===== src/sv/ipsp_pkg.sv =====
// Package for the IR pulse symbol packer: beat payload types and constants.
// No dependencies; every other file in this folder uses it by scoped names.

package ipsp_pkg;

   // Longest half of a symbol, in ticks.
   localparam logic [14:0] CHUNK_MAX = 15'h7FFF;

   typedef struct packed {
      logic [15:0] duration;
      logic        last;
   } req_type;

   typedef struct packed {
      logic        symbol_valid;
      logic        level_first;
      logic [14:0] duration_first;
      logic        level_second;
      logic [14:0] duration_second;
      logic        end_of_packet;
   } rsp_type;

endpackage


===== src/sv/ir_pulse_symbol_packer.sv =====
// A timing beat's first symbol is offered at the edge that loads the result register
// from the input register; a full result buffer can hold the beat in between.
// Throughput: one timing beat per cycle while each gives at most one symbol and each
// result is taken; a beat that gives two symbols fills the two-entry result buffer.
// Synchronous active-high reset clears level parity, held phase, phase count
// and both registers' valid state. Uses ipsp_pkg.

module ir_pulse_symbol_packer #(
   parameter int MAX_PHASES = 1024
) (
   input  logic             clock,
   input  logic             reset,
   input  logic             req_valid,
   output logic             req_ready,
   input  ipsp_pkg::req_type req_data,
   output logic             rsp_valid,
   input  logic             rsp_ready,
   output ipsp_pkg::rsp_type rsp_data
);

   localparam int CW = $clog2(MAX_PHASES + 1);
   localparam logic [CW-1:0] CAP = CW'(MAX_PHASES);

   // Input register.
   logic              in_valid_ff, in_valid_in;
   ipsp_pkg::req_type in_data_ff;

   // Packet state.
   logic              parity_ff, parity_in;
   logic              held_valid_ff, held_valid_in;
   logic              held_level_ff, held_level_in;
   logic [14:0]       held_dur_ff, held_dur_in;
   logic [CW-1:0]     count_ff, count_in;

   // Two-entry result buffer.
   ipsp_pkg::rsp_type out0_ff, out0_in, out1_ff, out1_in;
   logic [1:0]        cnt_ff, cnt_in;

   logic              pop, buf_free, advance;
   logic [1:0]        n_chunks, n_take;
   logic [CW-1:0]     avail;
   logic [15:0]       dur;
   logic [14:0]       chunk_dur [3];
   logic              level;
   logic [14:0]       pdur [4];
   logic              plev [4];
   logic [2:0]        np;
   logic [1:0]        nres;
   ipsp_pkg::rsp_type r0, r1;
   logic [15:0]       over;

   assign pop      = (cnt_ff != 2'd0) && rsp_ready;
   assign buf_free = (cnt_ff == 2'd0) || ((cnt_ff == 2'd1) && rsp_ready);
   assign advance  = in_valid_ff && buf_free;
   assign req_ready = !in_valid_ff || advance;
   assign rsp_valid = (cnt_ff != 2'd0);
   assign rsp_data  = out0_ff;

   // Split the timing value into up to three phases.
   always_comb begin
      dur   = in_data_ff.duration;
      over  = dur - 16'd32767;
      level = ~parity_ff;
      chunk_dur[0] = dur[15] ? ipsp_pkg::CHUNK_MAX : dur[14:0];
      chunk_dur[1] = (dur == 16'hFFFF) ? ipsp_pkg::CHUNK_MAX : over[14:0];
      chunk_dur[2] = 15'd1;
      if (dur == 16'd0) begin
         n_chunks = 2'd0;
      end else if (!dur[15]) begin
         n_chunks = 2'd1;
      end else if (dur == 16'hFFFF) begin
         n_chunks = 2'd3;
      end else begin
         n_chunks = 2'd2;
      end
      avail = CAP - count_ff;
      if (avail >= CW'(3) || avail[1:0] >= n_chunks) begin
         n_take = n_chunks;
      end else begin
         n_take = avail[1:0];
      end
   end

   // Line up the held phase and the new phases, then pair them.
   always_comb begin
      if (held_valid_ff) begin
         plev[0] = held_level_ff;
         pdur[0] = held_dur_ff;
         for (int k = 1; k < 4; k++) begin
            plev[k] = level;
            pdur[k] = chunk_dur[k-1];
         end
      end else begin
         for (int k = 0; k < 3; k++) begin
            plev[k] = level;
            pdur[k] = chunk_dur[k];
         end
         plev[3] = 1'b0;
         pdur[3] = '0;
      end
      np = {2'b00, held_valid_ff} + {1'b0, n_take};

      r0 = '0;
      r1 = '0;
      nres = np[2:1];
      if (np >= 3'd2) begin
         r0 = '{1'b1, plev[0], pdur[0], plev[1], pdur[1], 1'b0};
      end
      if (np == 3'd4) begin
         r1 = '{1'b1, plev[2], pdur[2], plev[3], pdur[3], 1'b0};
      end
      // An odd phase on the last beat goes out with an empty second half.
      if (np[0] && in_data_ff.last) begin
         if (np == 3'd1) begin
            r0 = '{1'b1, plev[0], pdur[0], 1'b0, 15'd0, 1'b0};
         end else begin
            r1 = '{1'b1, plev[2], pdur[2], 1'b0, 15'd0, 1'b0};
         end
         nres = nres + 2'd1;
      end
      if (in_data_ff.last) begin
         unique case (nres)
            2'd0: begin
               r0 = '0;
               r0.end_of_packet = 1'b1;
               nres = 2'd1;
            end
            2'd1: r0.end_of_packet = 1'b1;
            default: r1.end_of_packet = 1'b1;
         endcase
      end
   end

   // Next state.
   always_comb begin
      in_valid_in   = in_valid_ff;
      parity_in     = parity_ff;
      held_valid_in = held_valid_ff;
      held_level_in = held_level_ff;
      held_dur_in   = held_dur_ff;
      count_in      = count_ff;
      out0_in       = out0_ff;
      out1_in       = out1_ff;
      cnt_in        = cnt_ff;

      if (req_ready) begin
         in_valid_in = req_valid;
      end

      if (advance) begin
         out0_in = r0;
         out1_in = r1;
         cnt_in  = nres;
         if (in_data_ff.last) begin
            parity_in     = 1'b0;
            held_valid_in = 1'b0;
            held_level_in = 1'b0;
            held_dur_in   = '0;
            count_in      = '0;
         end else begin
            parity_in     = ~parity_ff;
            count_in      = count_ff + CW'(n_take);
            held_valid_in = np[0];
            if (np[0]) begin
               held_level_in = np[1] ? plev[2] : plev[0];
               held_dur_in   = np[1] ? pdur[2] : pdur[0];
            end else begin
               held_level_in = 1'b0;
               held_dur_in   = '0;
            end
         end
      end else if (pop) begin
         out0_in = out1_ff;
         cnt_in  = cnt_ff - 2'd1;
      end
   end

   always_ff @(posedge clock) begin
      if (reset) begin
         in_valid_ff   <= 1'b0;
         parity_ff     <= 1'b0;
         held_valid_ff <= 1'b0;
         held_level_ff <= 1'b0;
         held_dur_ff   <= '0;
         count_ff      <= '0;
         cnt_ff        <= 2'd0;
      end else begin
         in_valid_ff   <= in_valid_in;
         parity_ff     <= parity_in;
         held_valid_ff <= held_valid_in;
         held_level_ff <= held_level_in;
         held_dur_ff   <= held_dur_in;
         count_ff      <= count_in;
         cnt_ff        <= cnt_in;
      end
   end

   always_ff @(posedge clock) begin
      if (req_valid && req_ready) begin
         in_data_ff <= req_data;
      end
      out0_ff <= out0_in;
      out1_ff <= out1_in;
   end

endmodule


===== config.mk =====
export PLATFORM = sky130hd
export DESIGN_NAME = ir_pulse_symbol_packer
export DESIGN_NICKNAME = d
export VERILOG_FILES = /design/src/sv/ipsp_pkg.sv /design/src/sv/ir_pulse_symbol_packer.sv
export SDC_FILE = /design/constraint.sdc
export NUM_CORES = 1
export LEC_CHECK = 0
export BUFFER_PORTS_ARGS = -buffer_cell sky130_fd_sc_hd__clkbuf_2
export CAP_MARGIN = 20
export CORE_UTILIZATION = 53
export CTS_BUF_LIST = sky130_fd_sc_hd__clkbuf_16
export CTS_CLUSTER_SIZE = 28
export DETAILED_ROUTE_END_ITERATION = 12
export PLACE_DENSITY_LB_ADDON = 0.3
export SETUP_SLACK_MARGIN = 0.2
export SLEW_MARGIN = 20
export SYNTH_ARGS = -nofsm -noshare
export SYNTH_HDL_FRONTEND = slang
export SYNTH_SLANG_ARGS = --single-unit

===== constraint.sdc =====
create_clock -name clock -period 6.74 [get_ports clock]
set_clock_uncertainty 0.2 [all_clocks]
set_input_delay 1.348 -clock clock [delete_from_list [all_inputs] [get_ports clock]]
set_output_delay 1.348 -clock clock [all_outputs]
set_load 0.02 [all_outputs]

### After elaboration in Yosys (flattened, before gate mapping)

Cells that the tools add are included.

* flip-flop bits (word level): 117
* input bits: 21
* output and inout bits: 36
* logic and storage cells: 86

* $add $sub $neg: 6
* $lt $le $gt $ge: 3
* equality and inequality tests: 5
* muxes and demuxes: 35
* bitwise gates (word level): 1
* reduce and logical (&&, ||, !) cells: 15

Operator list (number)
* 34-bit 2-to-1 mux: 9
* 15-bit 2-to-1 mux: 5
* 60-bit 2-to-1 mux: 1
* 33-bit 2-to-1 mux: 1
* 16-bit equality test (second input constant): 1
* 16-bit zero test: 1
* 2-bit 2-to-1 mux: 8
* 15-bit subtractor (second input constant): 1
* 11-bit by 2-bit adder with 11-bit output: 1
* 11-bit by 2-bit >= comparator with 1-bit output (second input constant): 1
* 11-bit 2-to-1 mux: 1
* 11-bit subtractor (first input constant): 1
* 1-bit 2-to-1 mux: 9
* 1-bit logical AND: 5
* 2-bit by 1-bit equality test with 1-bit output (second input constant): 2
* 2-bit zero test: 2
* 4-bit 2-to-1 mux: 1
* 2-bit nonzero test: 2
* 1-bit by 2-bit adder with 3-bit output: 1
* 3-bit by 1-bit equality test with 1-bit output (second input constant): 1
* 3-bit equality test (second input constant): 1
* 3-bit by 2-bit >= comparator with 1-bit output (second input constant): 1
* 1-bit logical OR: 3
* 2-bit by 1-bit adder with 2-bit output (second input constant): 1
* 5 further kinds: 5

### Logic depth before layout (Yosys ltp)

* depth in word-level cells: 15
* gate-level depth with buffers: 21
* mapped depth without buffers: 19

### Least setup slack after synthesis

No wires, ideal clock.

* kind: flip-flop to flip-flop
* from: register in_data_ff (netlist bit dur[0])
* to: register out0_ff (netlist bit rsp_data[16]) (data pin)
* library setup time: 268 ps
* arrival: 4469 ps
* required time: 6272 ps
* slack: 1803 ps
* cell stages (with the launch flop): 20
* buffers on the path: 2
* clock period less this slack: 4937 ps
* cells stage by stage: edfxtp_1 ha_1 and4_1 clkbuf_1 nand3_1 a32oi_1 ha_1 nand2b_1 a221oi_1 nand4b_1 a2111oi_4 mux2_2 ha_1 nand2_1 inv_1 fa_1 o21a_1 nand2_1 clkbuf_1 o21ai_0

RTL lines
* start: declaration: line ir_pulse_symbol_packer.sv:26 `ipsp_pkg::req_type in_data_ff;`
* start signal: assignment: line ir_pulse_symbol_packer.sv:200 `in_data_ff <= req_data;`
* end signal: assignment: line ir_pulse_symbol_packer.sv:202 `out0_ff <= out0_in;`
* end: declaration: line ir_pulse_symbol_packer.sv:36 `ipsp_pkg::rsp_type out0_ff, out0_in, out1_ff, out1_in;`

### Worst setup path after layout

* from: register in_data_ff (netlist bit dur[15])
* to: register out0_ff (netlist bit rsp_data[12]) (data pin)

* cells in the longest elaborated chain, start to end: 15
* elaborated cells on any way between the ends: 24
* those cells by class: 2 x add/sub; 2 x order compare; 2 x eq/ne; 14 x mux; 4 x reduce/logical

RTL lines
* 16-bit equality test: line ir_pulse_symbol_packer.sv:65, ir_pulse_symbol_packer.sv:71
* 1-bit 2-to-1 mux: line ir_pulse_symbol_packer.sv:71 `end else if (dur == 16'hFFFF) begin`
* 2-bit 2-to-1 mux: line ir_pulse_symbol_packer.sv:69 `end else if (!dur[15]) begin`
* 2-bit 2-to-1 mux: line ir_pulse_symbol_packer.sv:67 `if (dur == 16'd0) begin`
* 2-bit >= comparator: line ir_pulse_symbol_packer.sv:77 `if (avail >= CW'(3) || avail[1:0] >= n_chunks) begin`
* 1-bit logical OR: line ir_pulse_symbol_packer.sv:77
* 2-bit 2-to-1 mux: line ir_pulse_symbol_packer.sv:77
* 1-bit by 2-bit adder with 3-bit output: line ir_pulse_symbol_packer.sv:101 `np = {2'b00, held_valid_ff} + {1'b0, n_take};`
* 3-bit by 2-bit >= comparator with 1-bit output: line ir_pulse_symbol_packer.sv:106 `if (np >= 3'd2) begin`
* 34-bit 2-to-1 mux: line ir_pulse_symbol_packer.sv:106
* 34-bit 2-to-1 mux: line ir_pulse_symbol_packer.sv:114 `if (np == 3'd1) begin`
* 34-bit 2-to-1 mux: line ir_pulse_symbol_packer.sv:113 `if (np[0] && in_data_ff.last) begin`
* 33-bit 2-to-1 mux: line ir_pulse_symbol_packer.sv:122 `unique case (nres)`
* 34-bit 2-to-1 mux (*): line ir_pulse_symbol_packer.sv:121 `if (in_data_ff.last) begin`
* 34-bit 2-to-1 mux (*): line ir_pulse_symbol_packer.sv:150 `if (advance) begin`

Every way passes the cells marked *; elsewhere a longest branch is shown, timed or not.
A chain may end at the register's enable or synchronous reset.

==> metrics.md <==
| Metric | Value |
|---|---|
| Status | `finished, final reports clean` |
| Post-synthesis compound-gate area fraction | `16.2%` |
| Worst-case reg-to-reg path depth | `16` |
| Layout cells sized above 1 | `15.2%` |
| #FFs+latches synth | `103` |
| Leak | `2.22 nW` |
| Pint | `1.18 mW` |
| Launching point of the worst reg2reg path | `dur[15]` |
| Post-cts sizing count | `0` |
| Sw power | `575 uW` |
| Startpoint Class | `register` |
| Achievable Freq | `170 MHz` |
| Mapped Cells | `524` |
| DRT iter0 DRCs | `419` |
| Post-Route Setup TNS | `0 ns` |
| Synth cell count leaders | `71 x edfxtp_1, 68 x nand2_1, 54 x nor2_1` |
| Worst Tran Pin Value | `0.940 ns` |
| Routed via count | `4164` |
| Die height | `101 microns` |
| Reg2Reg Setup Slack | `0.86 ns` |
| Post-synth top area share | `41.2%` |
| Synth Flop Type | `edfxtp_1` |
| Kind of end point of the critical path | `register` |
| Hold_buf cts | `0` |
| Tcrit/Tclk final | `87.2%` |
| Seq/Total Area, Yosys | `53.6%` |
| Pwr Density | `302 mW/mm^2` |
| Clk pwr share | `28.9%` |
| Minimum clock period | `5.88 ns` |
| Combinational share of power | `23.4%` |
| Mapped Area | `0.00517 sq mm` |
| RSZ-0062 raised after global routing | `no` |
| Die area | `0.0102 sq mm` |
| Vias/cell | `5.98` |
| CTS tree | `built` |
| Final hold violation count | `0` |
| CP max FO | `27` |
| Post-place setup slack | `0.998 ns` |
| CP Data Required Time | `6.70 ns` |
| Xor/xnor share of the synthesized area | `3.22%` |
| WHS Path Cells | `2` |
| CP arrival | `5.84 ns` |
| Htree depth | `3` |
| Skew-Pair Late Insertion Delay | `0.34 ns` |
| I/O pin cnt | `57` |
| Mux contribution to synthesized area | `1.23%` |
| Worst VDD drop | `0.183 mV` |
| Critical path type | `register to register` |
| CP Cell Sequence | `and3_1, nand3_1, a32oi_1, ha_1, nand2b_1, a221oi_1, nand4b_1, a2111oi_4, mux2_2, ha_1, nand2_1, inv_1, fa_1, o21a_1, nand2_1, a211oi_1` |
| Largest net degree at the start of global routing | `45` |
| DP HPWL | `8160 microns` |
| 1st-pass router iterations | `6` |
| Total gr overflow | `0` |
| Largest family of logic cells by synthesized area | `simple AND/OR/NAND/NOR gates` |
| # port buffers | `56` |
| Area of the multi-input gates | `0.00220 sq mm` |
| Clock sink count | `103` |
| Slew HR | `37.2%` |
| Maximum root-to-sink buffer count | `2` |
| Number of synthesized flops with an enable pin | `71` |
| Postcts setup bufs | `0` |
| Syn_nets | `560` |
| Area Overhead vs Synth | `12.3%` |
| Fill count | `781` |
| Die Span X | `101 microns` |
| Routability cong. | `0.891` |
| Vias in the first global route | `3769` |
| Ranking of synthesized cells by area | `edfxtp_1 41%, dfxtp_1 12%, nand2_1 4.9%` |
| Row cnt | `35` |
| CTS buffer count | `9` |
| Post-synthesis adder-cell area fraction | `3.92%` |
| Post-Synth Simple-Gate Area | `17.9%` |
| Starting density of the core | `55.5%` |
| Final Net Count | `598` |
| Final Worst Setup Slack | `0.859 ns` |
| Final ANT Viol Nets | `0` |
| Root buffer cell | `clkbuf_16` |
| Worst-case hold path end point | `cnt_ff[1]` |
| Worst hold path startpoint | `cnt_ff[1]` |
| Max Cap Viol | `0` |
| Final Max Slew Viols | `0` |
| Core Area | `0.00933 sq mm` |
| Syn_area_per_cell | `9.88 sq um` |
| Worst reg2reg endpoint | `rsp_data[12]` |
| Initial antenna violation count | `0` |
| Delay of the slowest critical-path stage | `0.81 ns` |
| Syn. warnings | `0` |
| Setup violators final | `0` |
| First-pass GRT wire length | `18800 microns` |
| Yosys top cell by area | `edfxtp_1` |
| Switching share of power | `32.8%` |
| DRC viols | `0` |
| FF/Latch Area | `0.00277 sq mm` |
| Antenna diodes | `0` |
| Dominant cell by count in the synthesized netlist | `edfxtp_1` |
| Total GRT Usage | `24.1%` |
| CTS clk-pin slew, worst paths | `0.07 ns` |
| Yosys cell types | `54` |
| Sequential Power Share | `47.7%` |
| Wire length per cell | `16.5 microns` |
| Total Wirelength | `11500 microns` |
| Worst min-delay path class | `register to register` |
| Slowest cell on crit path | `edfxtp_1` |
| Synth async-reset ratio | `0%` |
-- area by class of cell --
class	count	area share [%]
multi-input cells	369	37.8
flip-flops and latches	103	47.7
clock inverters	7	1.16
clock buffers	9	3.88
well taps	129	2.78
repair buffers	61	5.47
inverters	18	1.16
-- state kept, by name, indices dropped and copies added (netlist names) --
register       flops
held_dur_ff       15
dur               16
out1_ff           20
rsp_data          34
in_data_ff         1
parity_ff          1
count_ff          11
held_valid_ff      1
in_valid_ff        1
held_level_ff      1
cnt_ff             2
-- metrics by stage --
step	cells	power (mW)	hold WS (ns)	instance area, sq um	util (%)
3_3_place_gp	680	1.25	0.237	5520	59.2
3_5_place_dp	680	1.26	0.241	5520	59.2
2_1_floorplan	524	1.13	0.227	5170	-
6_report	696	1.75	0.267	5810	62.3
4_1_cts	696	1.75	0.267	5810	62.3
5_1_grt	696	1.83	0.290	5810	62.3
-- layer usage --
| metal | global-route usage (%) | part of all wire (%) |
|---|---|---|
| met1 | 34.7 | 44 |
| met2 | 36.4 | 45 |
| met3 | 5.27 | 9.2 |
| met4 | 7.47 | 1.9 |
| met5 | 0 | 0 |
-- power by group through the flow --
stage | clock network (mW) | registers, mW | logic [mW]
global placement | 0 | 0.847 | 0.400
CTS | 0.509 | 0.836 | 0.409
detailed placement | 0 | 0.850 | 0.408
global route | 0.537 | 0.846 | 0.450
floorplan | 0 | 0.903 | 0.222
finish | 0.506 | 0.836 | 0.411
-- cells in the final DEF (no fill, tap or decap), types with 5 or more instances in the layout --
cell,Yosys,final
or3_1,11,11
o21ai_0,48,48
inv_1,18,18
a211oi_1,14,14
nor2_1,54,54
o221ai_1,7,7
ha_1,13,13
nor3_1,11,11
nand3_1,12,12
edfxtp_1,71,71
clkbuf_2,0,56
xor2_1,10,10
nor4_1,5,5
xnor2_1,9,9
and3_1,6,6
nand4_1,5,5
dfxtp_1,32,32
clkbuf_16,0,9
nand2_1,68,68
nand2b_1,6,6
a21oi_1,36,36
buf_4,0,5
-- kinds of logic after synthesis --
kind of cell | count (synthesis)
AND/OR/NAND/NOR | 196
AO/OA/AOI/OAI | 133
flip-flops | 103
buffers and inverters | 52
XOR/XNOR | 19
adder cells (fa/ha/maj) | 15
multiplexers | 6
-- worst max-delay path, delay by kind of cell, from the launching register on --
family / cells / cell delay [ns]
flops: 1 / 0.81
compound gates: 5 / 1.54
simple gates: 6 / 1.54
buf+inv: 1 / 0.07
fa+ha+maj: 3 / 1.14
mux: 1 / 0.41
-- worst max-delay path by stage --
stage	start	to	cells after the start
final	dur[15]	rsp_data[12]	16
after global routing	dur[15]	rsp_data[11]	16
after CTS	dur[15]	rsp_data[12]	16
after detailed placement	dur[15]	rsp_data[12]	16
after global placement	dur[15]	rsp_data[2]	16
after floorplan	dur[0]	rsp_data[16]	19
Note: power is estimated with default switching activity, not from simulation.
